**src/pmkv_pkg.sv**
```systemverilog
`timescale 1ns / 1ps
// ----------------------------------------------------------------------------
// Prefix-match key/value table: shared package
// Types, sizes, request codes and helper functions used by the table cells
// and the top level.
// ----------------------------------------------------------------------------
package pmkv_pkg;

  // Table geometry.
  localparam int ENTRIES   = 16;
  localparam int KEY_BYTES = 8;
  localparam int KEY_W     = KEY_BYTES * 8;
  localparam int IDX_W     = (ENTRIES > 1) ? $clog2(ENTRIES) : 1;
  localparam int FILL_W    = $clog2(ENTRIES + 1);

  // Request opcodes.
  localparam logic [1:0] OP_PUT   = 2'd0;
  localparam logic [1:0] OP_GET   = 2'd1;
  localparam logic [1:0] OP_CLEAR = 2'd2;

  // Capacity after reset.
  localparam logic [4:0] CAPACITY_RESET = 5'd16;

  // Control sequencer states.
  typedef enum logic [1:0] {
    ST_IDLE,
    ST_MATCH,
    ST_RESOLVE
  } state_t;

  // Input request payload.
  typedef struct packed {
    logic [1:0]  opcode;
    logic [63:0] query_key;
    logic [3:0]  key_len;
    logic [31:0] value_handle;
    logic [15:0] value_len;
  } in_req_t;

  // Result payload.
  typedef struct packed {
    logic        ok;
    logic [3:0]  entry_index;
    logic [31:0] found_value;
    logic [15:0] found_value_len;
    logic [3:0]  found_key_len;
  } out_rsp_t;

  // One stored table entry.
  typedef struct packed {
    logic [KEY_W-1:0] key;
    logic [3:0]       key_len;
    logic [31:0]      value;
    logic [15:0]      value_len;
  } entry_t;

  // Priority chain passed from each cell to the next higher one.
  typedef struct packed {
    logic             hit;
    logic [IDX_W-1:0] idx;
    entry_t           entry;
  } chain_t;

  // Byte mask covering the first key_len bytes of a key.
  function automatic logic [KEY_W-1:0] byte_mask(input logic [3:0] key_len);
    logic [KEY_W-1:0] mask;
    mask = '0;
    for (int b = 0; b < KEY_BYTES; b++) begin
      if (4'(b) < key_len) begin
        mask[b*8 +: 8] = 8'hFF;
      end
    end
    return mask;
  endfunction

  // Key length clipped to the stored key size.
  function automatic logic [3:0] clip_key_len(input logic [3:0] key_len);
    logic [3:0] clipped;
    clipped = (key_len > 4'(KEY_BYTES)) ? 4'(KEY_BYTES) : key_len;
    return clipped;
  endfunction

endpackage

```
**src/pmkv_cell.sv**
```systemverilog
`timescale 1ns / 1ps
// ----------------------------------------------------------------------------
// Prefix-match key/value table: table cell
// Holds one entry, registers its prefix compare against the query key and
// takes part in the lowest-index-wins priority chain.
// ----------------------------------------------------------------------------
module pmkv_cell (
  input  logic                      clk,
  input  logic                      rst_n,
  input  logic                      cell_valid,
  input  logic                      cmp_en,
  input  logic [pmkv_pkg::KEY_W-1:0] query_key,
  input  logic [pmkv_pkg::IDX_W-1:0] cell_idx,
  input  logic                      wr_en,
  input  pmkv_pkg::entry_t          wr_entry,
  input  pmkv_pkg::chain_t          chain_in,
  output pmkv_pkg::chain_t          chain_out
);

  import pmkv_pkg::*;

  entry_t entry_r;
  logic   match_r;
  logic   match_nxt;

  // Prefix compare over the stored key length; only filled slots may match.
  assign match_nxt = cell_valid &&
                     (((entry_r.key ^ query_key) & byte_mask(entry_r.key_len)) == '0);

  always_ff @(posedge clk) begin
    if (!rst_n) begin
      match_r <= 1'b0;
    end else if (cmp_en) begin
      match_r <= match_nxt;
    end
  end

  // Entry storage; the contents are only read once written after a clear.
  always_ff @(posedge clk) begin
    if (wr_en) begin
      entry_r <= wr_entry;
    end
  end

  // Take over the chain if this is the first matching cell from below.
  always_comb begin
    chain_out = chain_in;
    if (match_r && !chain_in.hit) begin
      chain_out.hit   = 1'b1;
      chain_out.idx   = cell_idx;
      chain_out.entry = entry_r;
    end
  end

endmodule

```
**src/prefix_match_key_value_table.sv**
```systemverilog
`timescale 1ns / 1ps
// ----------------------------------------------------------------------------
// Prefix-match key/value table
// Small key/value table built as a row of entry cells, with put, get and
// clear requests and a writable capacity limit.
// ----------------------------------------------------------------------------
// Each request passes through ST_MATCH and ST_RESOLVE: in ST_MATCH every cell registers its
// prefix compare against the query key, in ST_RESOLVE the priority chain
// through the row of cells picks the lowest matching slot, the table is
// written and the result is loaded into the output register. A new request
// is also taken in ST_RESOLVE, so a following request is accepted as the current
// one finishes while the output side keeps up; a result still waiting in the
// output register holds ST_RESOLVE. Clear only resets the fill count,
// so no clearing pass is needed after reset or clear. The capacity register
// is written through the cfg_ port and takes effect on the next put.
// ----------------------------------------------------------------------------
module prefix_match_key_value_table (
  input  logic               clk,
  input  logic               rst_n,
  input  logic               in_valid,
  output logic               in_ready,
  input  pmkv_pkg::in_req_t  in_req,
  output logic               out_valid,
  input  logic               out_ready,
  output pmkv_pkg::out_rsp_t out_rsp,
  input  logic               cfg_valid,
  output logic               cfg_ready,
  input  logic [4:0]         cfg_data
);

  import pmkv_pkg::*;

  state_t            state_r, state_nxt;
  in_req_t           req_r;
  logic [FILL_W-1:0] fill_r, fill_nxt;
  logic [4:0]        capacity_r;
  logic              out_valid_r, out_valid_nxt;
  out_rsp_t          out_rsp_r, out_rsp_nxt;

  logic                req_load;
  logic                cmp_en;
  logic                can_finish;
  logic                wr_do;
  logic [IDX_W-1:0]    wr_idx;
  entry_t              wr_entry;
  logic                room;
  logic [IDX_W+3:0]    idx_ext;
  logic [ENTRIES-1:0]  cell_valid;
  logic [ENTRIES-1:0]  wr_sel;
  chain_t              chain [ENTRIES+1];

  // Configuration register.
  assign cfg_ready = 1'b1;

  always_ff @(posedge clk) begin
    if (!rst_n) begin
      capacity_r <= CAPACITY_RESET;
    end else if (cfg_valid) begin
      capacity_r <= cfg_data;
    end
  end

  // Request register.
  always_ff @(posedge clk) begin
    if (req_load) begin
      req_r <= in_req;
    end
  end

  // Control state, fill count and output register.
  always_ff @(posedge clk) begin
    if (!rst_n) begin
      state_r     <= ST_IDLE;
      fill_r      <= '0;
      out_valid_r <= 1'b0;
    end else begin
      state_r     <= state_nxt;
      fill_r      <= fill_nxt;
      out_valid_r <= out_valid_nxt;
    end
  end

  always_ff @(posedge clk) begin
    if (state_r == ST_RESOLVE && can_finish) begin
      out_rsp_r <= out_rsp_nxt;
    end
  end

  // Row of table cells with the priority chain running from slot 0 upwards.
  assign chain[0] = '0;

  for (genvar i = 0; i < ENTRIES; i++) begin : g_cell
    assign cell_valid[i] = (FILL_W'(i) < fill_r);
    assign wr_sel[i]     = wr_do && (wr_idx == IDX_W'(i));

    pmkv_cell u_cell (
      .clk        (clk),
      .rst_n      (rst_n),
      .cell_valid (cell_valid[i]),
      .cmp_en     (cmp_en),
      .query_key  (req_r.query_key[KEY_W-1:0]),
      .cell_idx   (IDX_W'(i)),
      .wr_en      (wr_sel[i]),
      .wr_entry   (wr_entry),
      .chain_in   (chain[i]),
      .chain_out  (chain[i+1])
    );
  end

  // Room for a new entry under both the capacity register and the table size.
  assign room = (32'(fill_r) < 32'(capacity_r)) && (32'(fill_r) < ENTRIES);

  // Data written by a put.
  always_comb begin
    wr_entry.key       = req_r.query_key[KEY_W-1:0];
    wr_entry.key_len   = clip_key_len(req_r.key_len);
    wr_entry.value     = req_r.value_handle;
    wr_entry.value_len = req_r.value_len;
  end

  assign can_finish = !out_valid_r || out_ready;

  // Sequencer, table update and result.
  always_comb begin
    state_nxt     = state_r;
    fill_nxt      = fill_r;
    out_valid_nxt = out_valid_r && !out_ready;
    out_rsp_nxt   = '0;
    in_ready      = 1'b0;
    cmp_en        = 1'b0;
    wr_do         = 1'b0;
    wr_idx        = chain[ENTRIES].idx;
    idx_ext       = '0;

    case (state_r)
      ST_IDLE: begin
        in_ready = 1'b1;
        if (in_valid) begin
          state_nxt = ST_MATCH;
        end
      end
      ST_MATCH: begin
        cmp_en    = 1'b1;
        state_nxt = ST_RESOLVE;
      end
      ST_RESOLVE: begin
        if (can_finish) begin
          in_ready      = 1'b1;
          out_valid_nxt = 1'b1;
          state_nxt     = in_valid ? ST_MATCH : ST_IDLE;
          case (req_r.opcode)
            OP_PUT: begin
              if (chain[ENTRIES].hit) begin
                wr_do = 1'b1;
              end else if (room) begin
                wr_do    = 1'b1;
                wr_idx   = fill_r[IDX_W-1:0];
                fill_nxt = fill_r + FILL_W'(1);
              end
              if (wr_do) begin
                idx_ext                 = {4'b0, wr_idx};
                out_rsp_nxt.ok          = 1'b1;
                out_rsp_nxt.entry_index = idx_ext[3:0];
              end
            end
            OP_GET: begin
              if (chain[ENTRIES].hit) begin
                idx_ext                     = {4'b0, chain[ENTRIES].idx};
                out_rsp_nxt.ok              = 1'b1;
                out_rsp_nxt.entry_index     = idx_ext[3:0];
                out_rsp_nxt.found_value     = chain[ENTRIES].entry.value;
                out_rsp_nxt.found_value_len = chain[ENTRIES].entry.value_len;
                out_rsp_nxt.found_key_len   = chain[ENTRIES].entry.key_len;
              end
            end
            OP_CLEAR: begin
              fill_nxt       = '0;
              out_rsp_nxt.ok = 1'b1;
            end
            default: begin
              out_rsp_nxt = '0;
            end
          endcase
        end
      end
      default: begin
        state_nxt = ST_IDLE;
      end
    endcase
  end

  assign req_load  = in_valid && in_ready;
  assign out_valid = out_valid_r;
  assign out_rsp   = out_rsp_r;

endmodule

```
**config.mk**
```make
export PLATFORM = sky130hd
export DESIGN_NAME = prefix_match_key_value_table
export DESIGN_NICKNAME = d
export VERILOG_FILES = /design/src/pmkv_pkg.sv /design/src/pmkv_cell.sv /design/src/prefix_match_key_value_table.sv
export SDC_FILE = /design/constraint.sdc
export NUM_CORES = 2
export LEC_CHECK = 0
export ABC_AREA = 1
export BUFFER_PORTS_ARGS = -buffer_cell sky130_fd_sc_hd__buf_2
export CORE_UTILIZATION = 40
export CTS_CLUSTER_SIZE = 10
export DETAILED_ROUTE_END_ITERATION = 6
export GPL_TIMING_DRIVEN = 0
export PLACE_DENSITY = 0.53
export SLEW_MARGIN = 10
export SYNTH_ARGS = -nofsm -noshare
export SYNTH_HDL_FRONTEND = slang
export SYNTH_SLANG_ARGS = --single-unit
```
**constraint.sdc**
```tcl
create_clock -name clk -period 12.8 [get_ports clk]
set_input_delay 0 -clock clk [delete_from_list [all_inputs] [get_ports clk]]
set_output_delay 0 -clock clk [all_outputs]
set_load 0.01 [all_outputs]
```
# [After elaboration in Yosys (flattened, before gate mapping)]
# Index checks and enable logic that the tools add are counted.
[word_totals] reg_bits=2060 output_inout_bits=60 word_cells=564
[op_classes] n_addsub=1 n_lt_le_gt_ge=147 n_eq_ne=23 n_mux=174 n_bitwise=32 reduce_logical=93
[ops] operator="2-to-1 mux 121 bit" count=16
[ops] operator="bitwise AND 64 bit" count=16
[ops] operator="zero test 64 bit" count=16
[ops] operator="2-to-1 mux 8 bit" count=128
[ops] operator="bitwise XOR 64 bit" count=16
[ops] operator="< comparator 3 x 4 -> 1 bit (first input constant)" count=64
[ops] operator="< comparator 1 x 4 -> 1 bit (first input constant)" count=32
[ops] operator="< comparator 2 x 4 -> 1 bit (first input constant)" count=32
[ops] operator="2-to-1 mux 57 bit" count=1
[ops] operator="logical AND 1 bit" count=51
[ops] operator="< comparator 4 x 5 -> 1 bit (first input constant)" count=8
[ops] operator="== test 4 bit (second input constant)" count=8
[ops] operator="2-to-1 mux 4 bit" count=6
[ops] operator="< comparator 3 x 5 -> 1 bit (first input constant)" count=4
[ops] operator="zero test 1 bit" count=17
[ops] operator="== test 4 x 3 -> 1 bit (second input constant)" count=4
[ops] operator="2-to-1 mux 5 bit" count=3
[ops] operator="2-to-1 mux 1 bit" count=13
[ops] operator="< comparator 1 x 5 -> 1 bit (first input constant)" count=2
[ops] operator="< comparator 2 x 5 -> 1 bit (first input constant)" count=2
[ops] operator="case mux 5 bit (2 select lines)" count=1
[ops] operator="== test 4 x 2 -> 1 bit (second input constant)" count=2
[ops] operator="inequality test 2 bit (second input constant)" count=4
[ops] operator="case mux 4 bit (2 select lines)" count=1
[ops] operator="other kinds (18)" count=23

# [Depth between registers and ports, before layout]
[logic_depth] word_depth=54 mapped_depth=17 ltp_nobuf=16

# [Hierarchy]
# A second synthesis with hierarchy kept.
[hier_totals] cells_unflattened=10258 hier_area_um2=106265.7
[modules_own_cells] mod="pmkv_cell" instances=16 cells_per_inst=609 area_each_um2=6203.4 seq_area_each_um2=3503.4
[modules_own_cells] mod="prefix_match_key_value_table" instances=1 cells_per_inst=514 area_each_um2=7010.5 seq_area_each_um2=5515.3

# [Least setup slack after synthesis]
# Ideal clock, no wire load.
[synth_path] path_kind="reg-to-reg" startpoint="register state_r[1]" endpoint="register g_cell[15].u_cell.entry_r[0] (netlist bit) (enable)" t_arrival_ns=9.317 required_ns=12.208 setup_slack_ns=2.890 path_stages_with_launch=13 path_buffers=0 cell_sequence="dfxtp_1 inv_1 nor2_1 inv_1 nor2_1 inv_1 nor2_1 inv_1 nor2_1 inv_1 o21bai_1 nand2_1 nor2_1"
[synth_via] elab_chain_len=4 word_cells_on_any_way=5 cone_classes="eq/ne: 2; mux: 2; reduce/logical: 1"
[synth_rtl] element="start: declaration" line_no="prefix_match_key_value_table.sv:33" rtl="state_t state_r, state_nxt;"
[synth_rtl] element="start signal: assignment" line_no="prefix_match_key_value_table.sv:77" rtl="state_r <= state_nxt;"
[synth_rtl] element="== test 2 bit *" line_no="prefix_match_key_value_table.sv:135" rtl="case (state_r)"
[synth_rtl] element="2-to-1 mux 4 bit" line_no="prefix_match_key_value_table.sv:135"
[synth_rtl] element="== test 4 bit" line_no="prefix_match_key_value_table.sv:94" rtl="assign wr_sel[i] = wr_do && (wr_idx == IDX_W'(i));"
[synth_rtl] element="logical AND 1 bit *" line_no="prefix_match_key_value_table.sv:94"
[synth_rtl] element="named net g_cell[15].u_cell.wr_en" line_no="pmkv_cell.sv:14" rtl="input logic wr_en,"
[synth_rtl] element="end signal: assignment" line_no="pmkv_cell.sv:41" rtl="entry_r <= wr_entry;"
[synth_rtl] element="end: declaration" line_no="pmkv_cell.sv:22" rtl="entry_t entry_r;"
# The timed path passes the listed nets; every way through them passes the cells marked *.
# A chain may end at the register's enable or synchronous reset.

# [Worst setup path in the final report]
[layout_path] startpoint="register g_cell[0].u_cell.match_r" endpoint="register g_cell[13].u_cell.entry_r[10] (netlist bit) (enable)"
[layout_via] elab_chain_len=54 word_cells_on_any_way=60 cone_classes="eq/ne: 1; mux: 28; reduce/logical: 31"
[layout_rtl] element="start: declaration" line_no="pmkv_cell.sv:23" rtl="logic match_r;"
[layout_rtl] element="start signal: assignment" line_no="pmkv_cell.sv:34" rtl="match_r <= match_nxt;"
[layout_rtl] element="2-to-1 mux 121 bit *" line_no="pmkv_cell.sv:48" rtl="if (match_r && !chain_in.hit) begin"
[layout_rtl] element="zero test 1 bit" line_no="pmkv_cell.sv:48"
[layout_rtl] element="logical AND 1 bit" line_no="pmkv_cell.sv:48"
[layout_rtl] element="2-to-1 mux 121 bit *" line_no="pmkv_cell.sv:48"
[layout_rtl] element="zero test 1 bit" line_no="pmkv_cell.sv:48"
[layout_rtl] element="logical AND 1 bit" line_no="pmkv_cell.sv:48"
[layout_rtl] element="2-to-1 mux 121 bit *" line_no="pmkv_cell.sv:48"
[layout_rtl] element="zero test 1 bit" line_no="pmkv_cell.sv:48"
[layout_rtl] element="(+39 left out)"
[layout_rtl] element="2-to-1 mux 1 bit" line_no="prefix_match_key_value_table.sv:151" rtl="case (req_r.opcode)"
[layout_rtl] element="2-to-1 mux 1 bit" line_no="prefix_match_key_value_table.sv:147" rtl="if (can_finish) begin"
[layout_rtl] element="2-to-1 mux 1 bit" line_no="prefix_match_key_value_table.sv:135"
[layout_rtl] element="2-to-1 mux 1 bit" line_no="prefix_match_key_value_table.sv:151"
[layout_rtl] element="2-to-1 mux 1 bit" line_no="prefix_match_key_value_table.sv:147"
[layout_rtl] element="2-to-1 mux 1 bit" line_no="prefix_match_key_value_table.sv:135"
[layout_rtl] element="logical AND 1 bit *" line_no="prefix_match_key_value_table.sv:94"
[layout_rtl] element="named net g_cell[13].u_cell.wr_en" line_no="pmkv_cell.sv:14"
[layout_rtl] element="end signal: assignment" line_no="pmkv_cell.sv:41"
[layout_rtl] element="end: declaration" line_no="pmkv_cell.sv:22"
# The timed path passes the listed nets; every way through them passes the cells marked *. The select of a mux whose other input is x is not followed.

==> results.toml <==
[clocking]
hold_buffers = 261
cts_num_sinks = 2060
clk_pin_slew_ns = 0.06
cts_buffer_depth = 3
htree_levels = 4
tritoncts = "yes"
clkLatencyLatePin_ns = 0.89
post_cts_resized = 0
postCtsSetupBuffers = 0
cts_buffers = 229
root_buffer = "clkbuf_16"

[setup_path]
critPathMaxFanout = 22
critPathCaptureType = "flop"
reg2reg_depth = 15
critPathLaunch = "g_cell[0].u_cell.match_r"
r2r_setup_slack_ns = 7.55
worstPathRequired_ns = 13.33
crit_end = "g_cell[13].u_cell.entry_r[10]"
start_kind = "flop"
r2r-end = "g_cell[13].u_cell.entry_r[10]"
arrival_ns = 5.78
worstReg2RegStart = "g_cell[0].u_cell.match_r"
critPathKind = "reg -> reg"

[layout]
fin_util = 0.481
stdcell_count = 9068
final_cell_area_um2 = 97500
final_layout_size_suffix_gt1_frac = 0.0969
finish.net_count = 6449
area_growth_pct = 19.1

[routing]
highest_layer = "met5"
wirelength_um = 237000
ant_nets = 0
vias_per_cell = 5.34
met3_length_um = 13700
drt_drc_violations_left = 1
first_iter_violations = 4450
first_pass_iters = 7
wire_per_inst_um = 26.1
vias = 48500
wl_met2_um = 110000
met1_length_um = 104000

[global_routing]
grt_max_degree = 74
track_usage = 0.228
grt_overflow = 0
grt_pass1_vias = 47200
grt_pass1_wl_um = 337000
antenna_found_initial = 1

[timing]
layout_min_cycle_time_ns = 5.25
slew_headroom = 0.116
fin_ws_ns = 7.55
final_max_slew_viol_count = 0
hold_viol = 0
fmax_mhz = 190
fin_tns_setup_ns = 0
worst_slew_pin_slew_ns = 1.31
rsz0062_at_grt = "no"
setup_viol = 0
fin_worst_hold_slack_ns = 0.0618
finalCritPeriodShare = 0.410
finClkSkew_ns = 0.0580

[power_and_ir_drop]
switching_share = 0.211
comb_power_share = 0.031
vdd_ir_drop_max_v = 0.000157
switchingPower_mw = 2.91
p_leak_nw = 32.1
pwr_density_cell_nw_per_um2 = 142
p_int_mw = 10.9
seq_power_share = 0.548
power_frac_clock = 0.421
p_total_mw = 13.8

[logic_synthesis]
yosysMostFrequentCell = "edfxtp_1"
async_flop_share = 0
yosys.area.top_type_share = 0.745
yosys.cell_types.count = 52
synth_flop_cell = "edfxtp_1"
avgSynthCellArea_um2 = 14.8
synth_seq_cells = 2060
synth_cells = 5536
syn_area_um2 = 81900
yosysTopAreaCell = "edfxtp_1"
syn_nets = 5669
synth-edff-count = 2031
ys_top_cells_by_area = "edfxtp_1, xor2_1, xnor2_1"
ys_seq_area_frac = 0.752
synthTopCellsByCount = "edfxtp_1, nand2_1, xor2_1, xnor2_1, nand3_1"
synth_warnings = 0

[place]
dp_cells = 8495
io_buffers = 186
post-place-ws_ns = 7.52
dp_hpwl_um = 162000
place_area_um2 = 88600
gp_congestion = 0.923

[status]
violations = "DRC"
status = "finished with violations"

[die]
die_area_um2 = 207000
row_count = 165
die_h_um = 455
pin_count = 188
start_util = 0.404
core-area_um2 = 203000
die_width_um = 455

[hold_path]
hold_path_class = "in -> reg"

[run]
drv_cap = 0
per-layer routing:
metal	vias up	GRT usage
li1	21800	-
met1	24500	0.323
met2	1691	0.359
met3	397	0.0294
met4	2	0.0862
met5	-	0
cell usage in the layout, fill, tap and decap left out, drive strengths merged, types with 9 or more instances in the layout:
cell,n
nand4,169
a22oi,47
xor2,472
nor3,25
o211ai,10
a21oi,180
nor2,227
xnor2,425
a221oi,22
nor4,101
clkbuf,452
a22o,18
nand2,708
o21ai,202
o41ai,38
dlygate4sd3,261
or2,9
nand3,263
buf,362
inv,172
clkinv,19
dfxtp,29
edfxtp,2031
o22ai,49
nor3b,40
power by group through the flow:
stage | clock, mW | sequential, mW | combinational [mW]
after CTS | 5.92 | 7.57 | 0.431
final | 5.81 | 7.57 | 0.425
after global placement | 0 | 7.72 | 0.359
after floorplan | 0 | 7.65 | 0.232
after global routing | 6.16 | 7.58 | 0.464
after detailed placement | 0 | 7.71 | 0.368
worst min-delay path by stage:
stage | from | end | slack, ns | cells after the start
floorplan | in_req[0] | req_r[0] | 0.1 | 0
finish | rst_n | out_valid | 0.06 | 3
CTS | rst_n | out_valid | 0.005 | 3
global route | rst_n | out_valid | 0.04 | 3
detailed placement | in_req[78] | req_r[78] | 0.18 | 1
global placement | in_req[77] | req_r[77] | 0.18 | 1
sequential cells by signal, indices dropped and copies added, names as in the netlist:
register / count
state_r: 2
fill_r: 5
g_cell.u_cell.match_r: 16
req_r: 118
capacity_r: 5
out_valid: 1
out_rsp: 57
g_cell.u_cell.entry_r: 1856
critical path: stages, from the launching register on:
cell and delay [ns]:
dfxtp_1 0.29, buf_2 0.25, nor2_8 0.18, nand4_4 0.11
nor2_1 0.60, inv_1 0.56, clkbuf_1 0.53, nand3_1 0.24
inv_1 0.06, nand3_1 0.16, o21bai_1 0.17, nand2_1 0.29
nor2_4 0.71, buf_12 0.27, buf_16 0.19, buf_12 0.21
cell type report:
| cell class | count | area [µm²] |
|---|---|---|
| inverter | 171 | 649 |
| clock inverter | 22 | 288 |
| multi-input combinational | 3062 | 18900 |
| tap | 2672 | 3340 |
| fill | 17500 | 105000 |
| timing repair buffer | 549 | 5810 |
| antenna | 6 | 15.0 |
| clock buffer | 283 | 6000 |
| sequential | 2060 | 61600 |
| buffer | 243 | 956 |
kinds of logic after synthesis:
kind of cell               Yosys count  share of synthesized area
DFF                               2060                      0.752
and+or+nand+nor                   1547                     0.0870
xor gates and xnor gates           897                     0.0959
AOI/OAI and AO/OA                  612                     0.0452
buffers and inverters              414                     0.0195
adders and majority gates            5                   0.000764
other                                1                  0.0000458
Power figures use the tool's default switching activity.
